[config.mk]
export PLATFORM = sky130hd
export DESIGN_NAME = round_robin_voice_allocator
export DESIGN_NICKNAME = d
export VERILOG_FILES = /design/src/rtl/core/rrva_pkg.sv /design/src/rtl/core/rrva_cell.sv /design/src/rtl/core/round_robin_voice_allocator.sv
export SDC_FILE = /design/constraint.sdc
export NUM_CORES = 2
export LEC_CHECK = 0
export ABC_AREA = 1
export BUFFER_PORTS_ARGS = -buffer_cell sky130_fd_sc_hd__buf_2
export CORE_MARGIN = 2
export CORE_UTILIZATION = 47
export DETAILED_ROUTE_END_ITERATION = 8
export PLACE_DENSITY_LB_ADDON = 0.2
export SLEW_MARGIN = 25
export SYNTH_ARGS = -nofsm -noshare
export SYNTH_HDL_FRONTEND = slang
export SYNTH_SLANG_ARGS = --single-unit
[constraint.sdc]
create_clock -name clk -period 7 [get_ports clk]
set_clock_uncertainty 0.1 [all_clocks]
set_input_delay 1.05 -clock clk [delete_from_list [all_inputs] [get_ports clk]]
set_output_delay 1.05 -clock clk [all_outputs]
set_load 0.005 [all_outputs]
[src/rtl/core/rrva_pkg.sv]
// Package for the round-robin voice allocator.
// Holds field widths, register indexes and the scan token and control types.
// No dependencies.
package rrva_pkg;

	localparam int DEF_MAX_VOICES = 16;
	localparam int DEF_TIME_BITS  = 48;

	// sized for the largest voice count the design supports (64)
	localparam int VIDX_W = 6;
	localparam int VCNT_W = 7;

	localparam int NOW_W     = 48;
	localparam int DUR_W     = 24;
	localparam int HALF_W    = 16;
	localparam int VC_W      = 5;
	localparam int CFG_W     = 24;
	localparam int CFG_IDX_W = 2;
	localparam int S_DATA_W  = 80;
	localparam int M_DATA_W  = 16;

	localparam logic [CFG_IDX_W-1:0] REG_VOICE_COUNT   = 2'd0;
	localparam logic [CFG_IDX_W-1:0] REG_DEFAULT_DUR   = 2'd1;
	localparam logic [CFG_IDX_W-1:0] REG_HALF_TICK     = 2'd2;
	localparam logic [CFG_IDX_W-1:0] REG_DUR_FROM_IN   = 2'd3;

	localparam logic OP_ALLOC = 1'b0;
	localparam logic OP_COUNT = 1'b1;

	typedef struct packed {
		logic              valid;
		logic              found_hi;
		logic [VIDX_W-1:0] idx_hi;
		logic              found_lo;
		logic [VIDX_W-1:0] idx_lo;
		logic [VCNT_W-1:0] busy;
	} scan_tok_t;

	typedef struct packed {
		logic [VIDX_W-1:0] start;
		logic [VCNT_W-1:0] n;
		logic              thr_neg;
	} scan_ctl_t;

	typedef struct packed {
		logic              en;
		logic [VIDX_W-1:0] idx;
	} exp_wr_t;

endpackage

[src/rtl/core/rrva_cell.sv]
// One voice cell: holds a voice expiry and updates the scan token passing by.
// Depends on rrva_pkg.
module rrva_cell #(
	parameter int CELL_IDX  = 0,
	parameter int TIME_BITS = rrva_pkg::DEF_TIME_BITS
) (
	input  logic                  clk,
	input  logic                  arst_n,
	input  rrva_pkg::scan_ctl_t   ctl,
	input  logic [TIME_BITS-1:0]  now_t,
	input  logic [TIME_BITS-1:0]  thr_t,
	input  rrva_pkg::exp_wr_t     wr,
	input  logic [TIME_BITS-1:0]  wr_val,
	input  rrva_pkg::scan_tok_t   tok_i,
	output rrva_pkg::scan_tok_t   tok_o
);
	import rrva_pkg::*;

	localparam logic [VIDX_W-1:0] MY_IDX = VIDX_W'(CELL_IDX);
	localparam logic [VCNT_W-1:0] MY_POS = VCNT_W'(CELL_IDX);

	logic [TIME_BITS-1:0] expiry_q;
	scan_tok_t            tok_q;
	scan_tok_t            tok_nxt;
	logic                 active;
	logic                 is_free;
	logic                 is_busy;

	always_comb begin
		active  = tok_i.valid && (MY_POS < ctl.n);
		is_free = expiry_q <= now_t;
		is_busy = ctl.thr_neg || (expiry_q > thr_t);
		tok_nxt = tok_i;
		if (active && is_free && !tok_i.found_hi && (MY_IDX >= ctl.start)) begin
			tok_nxt.found_hi = 1'b1;
			tok_nxt.idx_hi   = MY_IDX;
		end
		if (active && is_free && !tok_i.found_lo) begin
			tok_nxt.found_lo = 1'b1;
			tok_nxt.idx_lo   = MY_IDX;
		end
		if (active && is_busy) begin
			tok_nxt.busy = tok_i.busy + VCNT_W'(1);
		end
	end

	always_ff @(posedge clk or negedge arst_n) begin
		if (!arst_n) begin
			tok_q <= '0;
		end else begin
			tok_q <= tok_nxt;
		end
	end

	always_ff @(posedge clk or negedge arst_n) begin
		if (!arst_n) begin
			expiry_q <= '0;
		end else if (wr.en && (wr.idx == MY_IDX)) begin
			expiry_q <= wr_val;
		end
	end

	assign tok_o = tok_q;

endmodule

[src/rtl/core/round_robin_voice_allocator.sv]
// Round-robin voice allocator: control, configuration and the chain of voice cells.
// Depends on rrva_pkg and rrva_cell.
// Items: a new input beat is taken only in the idle state, after setup, the token walking
// the cell chain and the result hand-off of the last item; the next beat also waits while
// a held result beat is not taken.
// Reset: all expiries, the start pointer and the remembered duration clear at once;
// voice_count resets to 16, other configuration registers to zero. No clearing pass.
module round_robin_voice_allocator #(
	parameter int MAX_VOICES = rrva_pkg::DEF_MAX_VOICES,
	parameter int TIME_BITS  = rrva_pkg::DEF_TIME_BITS
) (
	input  logic                           clk,
	input  logic                           arst_n,
	input  logic                           s_tvalid,
	output logic                           s_tready,
	// now_time[47:0], note_duration[71:48], duration_present[72], zero pad
	input  logic [rrva_pkg::S_DATA_W-1:0]  s_tdata,
	// opcode
	input  logic                           s_tuser,
	output logic                           m_tvalid,
	input  logic                           m_tready,
	// voice_index[3:0], granted[4], busy_count[9:5], zero pad
	output logic [rrva_pkg::M_DATA_W-1:0]  m_tdata,
	// is_count_reply
	output logic                           m_tuser,
	input  logic                           cfg_we,
	input  logic [rrva_pkg::CFG_IDX_W-1:0] cfg_index,
	input  logic [rrva_pkg::CFG_W-1:0]     cfg_wdata
);
	import rrva_pkg::*;

	localparam logic [2:0] ST_IDLE   = 3'd0;
	localparam logic [2:0] ST_SETUP  = 3'd1;
	localparam logic [2:0] ST_LAUNCH = 3'd2;
	localparam logic [2:0] ST_WAIT   = 3'd3;
	localparam logic [2:0] ST_DONE   = 3'd4;

	localparam logic [7:0]           MAX8  = 8'(MAX_VOICES);
	localparam logic [63:0]          TMAX64 = 64'({TIME_BITS{1'b1}});

	logic [2:0]           state_q;
	logic [VC_W-1:0]      voice_count_q;
	logic [DUR_W-1:0]     default_dur_q;
	logic [HALF_W-1:0]    half_tick_q;
	logic                 dur_from_in_q;
	logic [DUR_W-1:0]     rem_dur_q;
	logic [VIDX_W-1:0]    ptr_q;

	logic                 op_q;
	logic [TIME_BITS-1:0] now_q;
	logic [DUR_W-1:0]     dur_q;
	logic [VCNT_W-1:0]    n_q;
	logic [VIDX_W-1:0]    start_q;
	logic [TIME_BITS-1:0] thr_q;
	logic                 thr_neg_q;
	logic [TIME_BITS:0]   sum_q;
	logic [TIME_BITS-1:0] exp_q;

	logic                 res_found_q;
	logic [VIDX_W-1:0]    res_idx_q;
	logic [VCNT_W-1:0]    res_cnt_q;

	logic                 m_tvalid_q;
	logic [M_DATA_W-1:0]  m_tdata_q;
	logic                 m_tuser_q;

	logic                 accept;
	logic                 out_free;
	logic                 finish;
	logic [63:0]          now64;
	logic [TIME_BITS-1:0] now_clip;
	logic [7:0]           vc8;
	logic [7:0]           n8;
	logic [VCNT_W-1:0]    n_c;
	logic [HALF_W:0]      twice;
	logic [TIME_BITS:0]   diff;
	logic [VCNT_W-1:0]    v_next;
	logic [4:0]           busy_sat;

	scan_tok_t            tok [MAX_VOICES+1];
	scan_tok_t            tok_head;
	logic [MAX_VOICES:0]  tok_valid;
	scan_ctl_t            ctl;
	exp_wr_t              wr;

	assign accept   = s_tvalid && s_tready;
	assign s_tready = (state_q == ST_IDLE);
	assign out_free = !m_tvalid_q || m_tready;
	assign finish   = (state_q == ST_DONE) && out_free;

	always_comb begin
		now64    = 64'(s_tdata[NOW_W-1:0]);
		now_clip = (now64 > TMAX64) ? {TIME_BITS{1'b1}} : now64[TIME_BITS-1:0];
		vc8      = 8'(voice_count_q);
		if (vc8 == 8'd0) begin
			n8 = 8'd1;
		end else if (vc8 > MAX8) begin
			n8 = MAX8;
		end else begin
			n8 = vc8;
		end
		n_c      = n8[VCNT_W-1:0];
		twice    = {half_tick_q, 1'b0};
		diff     = sum_q - (TIME_BITS+1)'(half_tick_q);
		v_next   = VCNT_W'(res_idx_q) + VCNT_W'(1);
		busy_sat = (res_cnt_q > VCNT_W'(31)) ? 5'd31 : res_cnt_q[4:0];
	end

	// configuration
	always_ff @(posedge clk or negedge arst_n) begin
		if (!arst_n) begin
			voice_count_q <= VC_W'(16);
			default_dur_q <= '0;
			half_tick_q   <= '0;
			dur_from_in_q <= 1'b0;
		end else if (cfg_we) begin
			case (cfg_index)
				REG_VOICE_COUNT: voice_count_q <= cfg_wdata[VC_W-1:0];
				REG_DEFAULT_DUR: default_dur_q <= cfg_wdata[DUR_W-1:0];
				REG_HALF_TICK:   half_tick_q   <= cfg_wdata[HALF_W-1:0];
				REG_DUR_FROM_IN: dur_from_in_q <= cfg_wdata[0];
				default: ;
			endcase
		end
	end

	// control
	always_ff @(posedge clk or negedge arst_n) begin
		if (!arst_n) begin
			state_q   <= ST_IDLE;
			rem_dur_q <= '0;
			ptr_q     <= '0;
		end else begin
			case (state_q)
				ST_IDLE: begin
					if (accept) begin
						state_q <= ST_SETUP;
						if (s_tuser == OP_ALLOC && dur_from_in_q && s_tdata[NOW_W+DUR_W]) begin
							rem_dur_q <= s_tdata[NOW_W+DUR_W-1:NOW_W];
						end
					end
				end
				ST_SETUP:  state_q <= ST_LAUNCH;
				ST_LAUNCH: state_q <= ST_WAIT;
				ST_WAIT: begin
					if (tok[MAX_VOICES].valid) begin
						state_q <= ST_DONE;
					end
				end
				ST_DONE: begin
					if (out_free) begin
						state_q <= ST_IDLE;
						if (op_q == OP_ALLOC && res_found_q) begin
							ptr_q <= (v_next >= n_q) ? '0 : v_next[VIDX_W-1:0];
						end
					end
				end
				default: state_q <= ST_IDLE;
			endcase
		end
	end

	// item datapath
	always_ff @(posedge clk) begin
		if (accept) begin
			op_q    <= s_tuser;
			now_q   <= now_clip;
			n_q     <= n_c;
			start_q <= (VCNT_W'(ptr_q) < n_c) ? ptr_q : '0;
			if (!dur_from_in_q) begin
				dur_q <= default_dur_q;
			end else if (s_tdata[NOW_W+DUR_W]) begin
				dur_q <= s_tdata[NOW_W+DUR_W-1:NOW_W];
			end else begin
				dur_q <= rem_dur_q;
			end
		end
		if (state_q == ST_SETUP) begin
			thr_neg_q <= now_q < TIME_BITS'(twice);
			thr_q     <= now_q - TIME_BITS'(twice);
			sum_q     <= {1'b0, now_q} + (TIME_BITS+1)'(dur_q);
		end
		if (sum_q < (TIME_BITS+1)'(half_tick_q)) begin
			exp_q <= '0;
		end else if (diff[TIME_BITS]) begin
			exp_q <= {TIME_BITS{1'b1}};
		end else begin
			exp_q <= diff[TIME_BITS-1:0];
		end
		if (state_q == ST_WAIT && tok[MAX_VOICES].valid) begin
			res_found_q <= tok[MAX_VOICES].found_hi || tok[MAX_VOICES].found_lo;
			res_idx_q   <= tok[MAX_VOICES].found_hi ? tok[MAX_VOICES].idx_hi
			                                        : tok[MAX_VOICES].idx_lo;
			res_cnt_q   <= tok[MAX_VOICES].busy;
		end
	end

	// cell chain
	always_comb begin
		tok_head        = '0;
		tok_head.valid  = (state_q == ST_LAUNCH);
		ctl.start       = start_q;
		ctl.n           = n_q;
		ctl.thr_neg     = thr_neg_q;
		wr.en           = finish && (op_q == OP_ALLOC) && res_found_q;
		wr.idx          = res_idx_q;
		for (int i = 0; i <= MAX_VOICES; i++) begin
			tok_valid[i] = tok[i].valid;
		end
	end

	assign tok[0] = tok_head;

	for (genvar g = 0; g < MAX_VOICES; g++) begin : g_cell
		rrva_cell #(
			.CELL_IDX  (g),
			.TIME_BITS (TIME_BITS)
		) u_cell (
			.clk    (clk),
			.arst_n (arst_n),
			.ctl    (ctl),
			.now_t  (now_q),
			.thr_t  (thr_q),
			.wr     (wr),
			.wr_val (exp_q),
			.tok_i  (tok[g]),
			.tok_o  (tok[g+1])
		);
	end

	// output register
	always_ff @(posedge clk or negedge arst_n) begin
		if (!arst_n) begin
			m_tvalid_q <= 1'b0;
		end else if (finish) begin
			m_tvalid_q <= 1'b1;
		end else if (m_tready) begin
			m_tvalid_q <= 1'b0;
		end
	end

	always_ff @(posedge clk) begin
		if (finish) begin
			if (op_q == OP_COUNT) begin
				m_tdata_q <= M_DATA_W'({busy_sat, 1'b0, 4'd0});
				m_tuser_q <= 1'b1;
			end else begin
				m_tdata_q <= M_DATA_W'({5'd0, res_found_q,
				                        res_found_q ? res_idx_q[3:0] : 4'd0});
				m_tuser_q <= 1'b0;
			end
		end
	end

	assign m_tvalid = m_tvalid_q;
	assign m_tdata  = m_tdata_q;
	assign m_tuser  = m_tuser_q;

`ifndef SYNTH
	a_one_token: assert property (@(posedge clk) disable iff (!arst_n)
		$onehot0(tok_valid))
		else $error("more than one scan token in the cell chain");

	a_token_in_wait: assert property (@(posedge clk) disable iff (!arst_n)
		tok[MAX_VOICES].valid |-> state_q == ST_WAIT)
		else $error("scan token left the chain outside the wait state");

	a_accept_setup: assert property (@(posedge clk) disable iff (!arst_n)
		accept |=> state_q == ST_SETUP)
		else $error("accepted beat did not start setup");

	a_ptr_range: assert property (@(posedge clk) disable iff (!arst_n)
		wr.en |=> VCNT_W'(ptr_q) < n_q)
		else $error("start pointer beyond voices in use after grant");
`endif

endmodule
==> impl_metrics.py <==
metrics = {
    "finish": {
        "nFillCells": 17800,
        "area_delta_synth_final_pct": 10.2,
        "nNetsFinal": 12800,
        "drive_gt1_frac": 0.0527,
    },
    "cts": {
        "cts_setup_buffers": 0,
        "hold_buffers": 0,
        "clk_path_buf_depth": 3,
        "path_clk_slew_ns": 0.06,
        "ctsResizeCount": 0,
        "clock-sinks": 1336,
        "cts_buffers": 157,
        "cts_tree": "built",
        "clk_latency_ns": 0.83,
        "h-tree-depth": 4,
        "root_buffer": "clkbuf_16",
    },
    "setup_path": {
        "cp-end-kind": "flip-flop",
        "cp_cell_sequence": "clkinv_1 -> ha_1 -> nand2_1 -> inv_1 -> nand3_1 -> nor3_1 -> nand2_1 -> nor2_1 -> nand2_1 -> nand3_1 -> nand2_1 -> nand2_1 -> nand2_1 -> nand2_1 -> nand2_1",
        "critical_path_required_ns": 7.62,
        "critPathLaunchType": "flip-flop",
        "crit_slowest_cell": "clkinv_1",
        "path_common_cell": "nand2_1",
        "cpPeakStageDelay_ns": 0.89,
        "crit_fanout": 16,
        "path_delay_family": "simple AND/OR/NAND/NOR gates",
        "cp.arrival_ns": 5.15,
        "path_buf_inv": 2,
        "critical_path_class": "reg -> reg",
    },
    "synthesis": {
        "synth_top_family_by_area": "adder cells",
        "synth.area.mux_share": 0.00100,
        "synth_seq_cells": 1336,
        "ys_types": 55,
        "syn_inst": 10900,
        "async_reset_ff_frac": 0.811,
        "synthAdderAreaFrac": 0.226,
        "synth-edff-count": 204,
        "synth_flop_cell": "dfrtp_1",
        "synth-compound-area-share": 0.117,
        "avgSynthCellArea_um2": 8.23,
        "ys_seq_area_frac": 0.380,
        "yosys.area_share.simple": 0.205,
        "ys_warn_count": 0,
        "netlist_area_mm2": 0.0901,
        "synth-xor-area-share": 0.0143,
    },
    "die": {
        "die_y_um": 442,
        "rows": 160,
        "initial_core_util": 0.473,
        "core_area_mm2": 0.190,
        "dieArea_mm2": 0.195,
        "fp.dieW_um": 442,
        "ioPinCount": 131,
    },
    "timing": {
        "slew_headroom": 0.209,
        "setup_ws_ns": 2.47,
        "tns_ns": 0,
        "rsz0062_at_grt": "no",
        "slew_violations": 0,
        "worstMarginPinSlew_ns": 1.19,
        "whs_ns": 0.139,
        "fmax_ghz": 0.221,
        "setup_viol": 0,
        "finalCriticalPeriod_ns": 4.53,
        "hold_viol_final": 0,
        "period_share": 0.648,
    },
    "outcome": {
        "status": "finished, final reports clean",
    },
    "power_and_ir_drop": {
        "power.density_mw_per_mm2": 297,
        "ir_worst_vdd_v": 0.000216,
        "p_leak_nw": 52.7,
    },
    "routing": {
        "ant_nets": 0,
        "drt_wl_total_um": 319000,
        "post_drt_wl_per_cell_um": 23.2,
        "drt-initial-drc-count": 6835,
        "num_vias": 78100,
        "first_pass_iters": 6,
        "vias_per_cell": 5.68,
        "drcViolationCount": 0,
    },
    "run": {
        "cap_violations": 0,
    },
    "global_routing": {
        "grt_overflow_total": 0,
        "grt_use_total": 0.323,
        "grt_antenna_before_repair": 19,
        "grt_pass1_vias": 75000,
        "grt_pass1_wl_um": 469000,
        "grt_max_degree": 171,
    },
    "placement": {
        "place.port_buffers": 117,
        "globalplace.congestion": 1.00,
        "place_hpwl_um": 232000,
        "dp_slack_ns": 2.71,
    },
    "hold_path": {
        "hp-class": "in -> async",
    },
}
==> logic make-up (layout without fill, tap and decap cells) <==
group | Yosys count | after routing
compound gates | 2020 | 2020
xor+xnor | 147 | 147
fa+ha+maj | 1623 | 1623
buf+inv | 1239 | 1522
flops | 1336 | 1336
mux | 8 | 8
other cells | 1 | 12
simple gates | 4570 | 4570
==> per-stage QoR <==
stage	instance area [µm²]	utilization	instances	total power, mW
after global placement	93600	0.492	13500	20.2
after floorplan	90100	-	10900	16.3
final	99300	0.521	13700	29.5
after detailed placement	93700	0.492	13500	20.6
after global routing	99300	0.521	13700	31.2
after CTS	99200	0.521	13700	29.4
==> layout make-up <==
cell class	instances	area, µm²	area share
antenna	6	15.0	0.000151
clock buffer	205	4440	0.0447
clock inverter	85	1060	0.0106
inverter	980	3680	0.0371
multi-input combinational	8374	51000	0.514
sequential	1336	34200	0.345
tap	2511	3140	0.0316
timing repair buffer	252	1750	0.0176
==> state kept, by name (all words and copies together) (netlist names), 3 cells and up <==
register                cells
g_cell.u_cell.tok_o       237
exp_q                      48
rem_dur_q                  24
dur_q                      24
ptr_q                       5
default_dur_q              24
voice_count_q               5
res_idx_q                   4
half_tick_q                16
state_q                     3
res_cnt_q                   7
sum_q                      49
g_cell.u_cell.expiry_q    768
n_q                         5
m_tdata                    10
start_q                     5
thr_q                      48
now_q                      48
==> cell usage in the layout (no fill, tap or decap), types with 11 or more instances in the layout <==
master and count:
a21o_1 29, inv_2 16, nor2_1 684, clkbuf_1 22
nand4_1 176, o211ai_1 11, nand3_1 373, dfrtp_1 1083
nand3b_1 12, clkinv_2 32, o21bai_1 27, edfxtp_1 204
bufinv_16 19, a21oi_1 788, ha_1 1620, buf_2 116
clkinvlp_4 12, o21ai_0 947, nor3_1 141, o21ai_1 96
xnor2_1 48, clkinv_1 14, dfxtp_1 48, clkbuf_8 20
buf_4 125, clkbuf_16 163, o21a_1 90, xor2_1 99
inv_1 952, nor4_1 16, nand2_1 3112
==> Yosys cell counts, drive strengths merged (27+ instances only) <==
| cell type | n | area share |
|---|---|---|
| clkbuf | 151 | 0.0063 |
| ha | 1620 | 0.23 |
| dfrtp | 1083 | 0.30 |
| dfxtp | 48 | 0.011 |
| nand2 | 3130 | 0.13 |
| inv | 973 | 0.041 |
| xnor2 | 48 | 0.0047 |
| xor2 | 99 | 0.0096 |
| a21o | 29 | 0.0024 |
| a21oi | 794 | 0.044 |
| nand3 | 379 | 0.021 |
| o21bai | 27 | 0.0023 |
| nor3 | 144 | 0.0082 |
| edfxtp | 204 | 0.068 |
| buf | 108 | 0.0096 |
| nand4 | 176 | 0.012 |
| o21a | 90 | 0.0075 |
| o21ai | 1045 | 0.058 |
| nor2 | 693 | 0.029 |
==> per-layer routing <==
layer | vias up | global-route usage | wire length, µm
met5 | - | 0 | 29
met4 | 4 | 0.184 | 20200
met3 | 719 | 0.0656 | 27700
met2 | 2866 | 0.498 | 138000
met1 | 37300 | 0.421 | 133000
li1 | 37200 | - | -
==> power by group <==
group	internal (mW)	total, mW	switching, mW
logic	2.93	10.4	7.47
clock network	5.20	8.78	3.58
registers	9.37	10.3	0.974
==> final timing paths <==
path	to	from	cells past startpoint	slack, ns
max in group asynchronous	g_cell[7].u_cell.expiry_q[21]	arst_n	3	4.87
worst min register to register	g_cell[1].u_cell.tok_o[21]	g_cell[0].u_cell.tok_o[21]	0	0.28
worst max register to register	g_cell[4].u_cell.tok_o[0]	thr_q[35]	15	2.47
worst min-delay path	g_cell[11].u_cell.expiry_q[42]	arst_n	1	0.14
min in group clk	g_cell[1].u_cell.tok_o[21]	g_cell[0].u_cell.tok_o[21]	0	0.28
worst max-delay path	g_cell[4].u_cell.tok_o[0]	thr_q[35]	15	2.47
(Power assumes the default switching activity.)
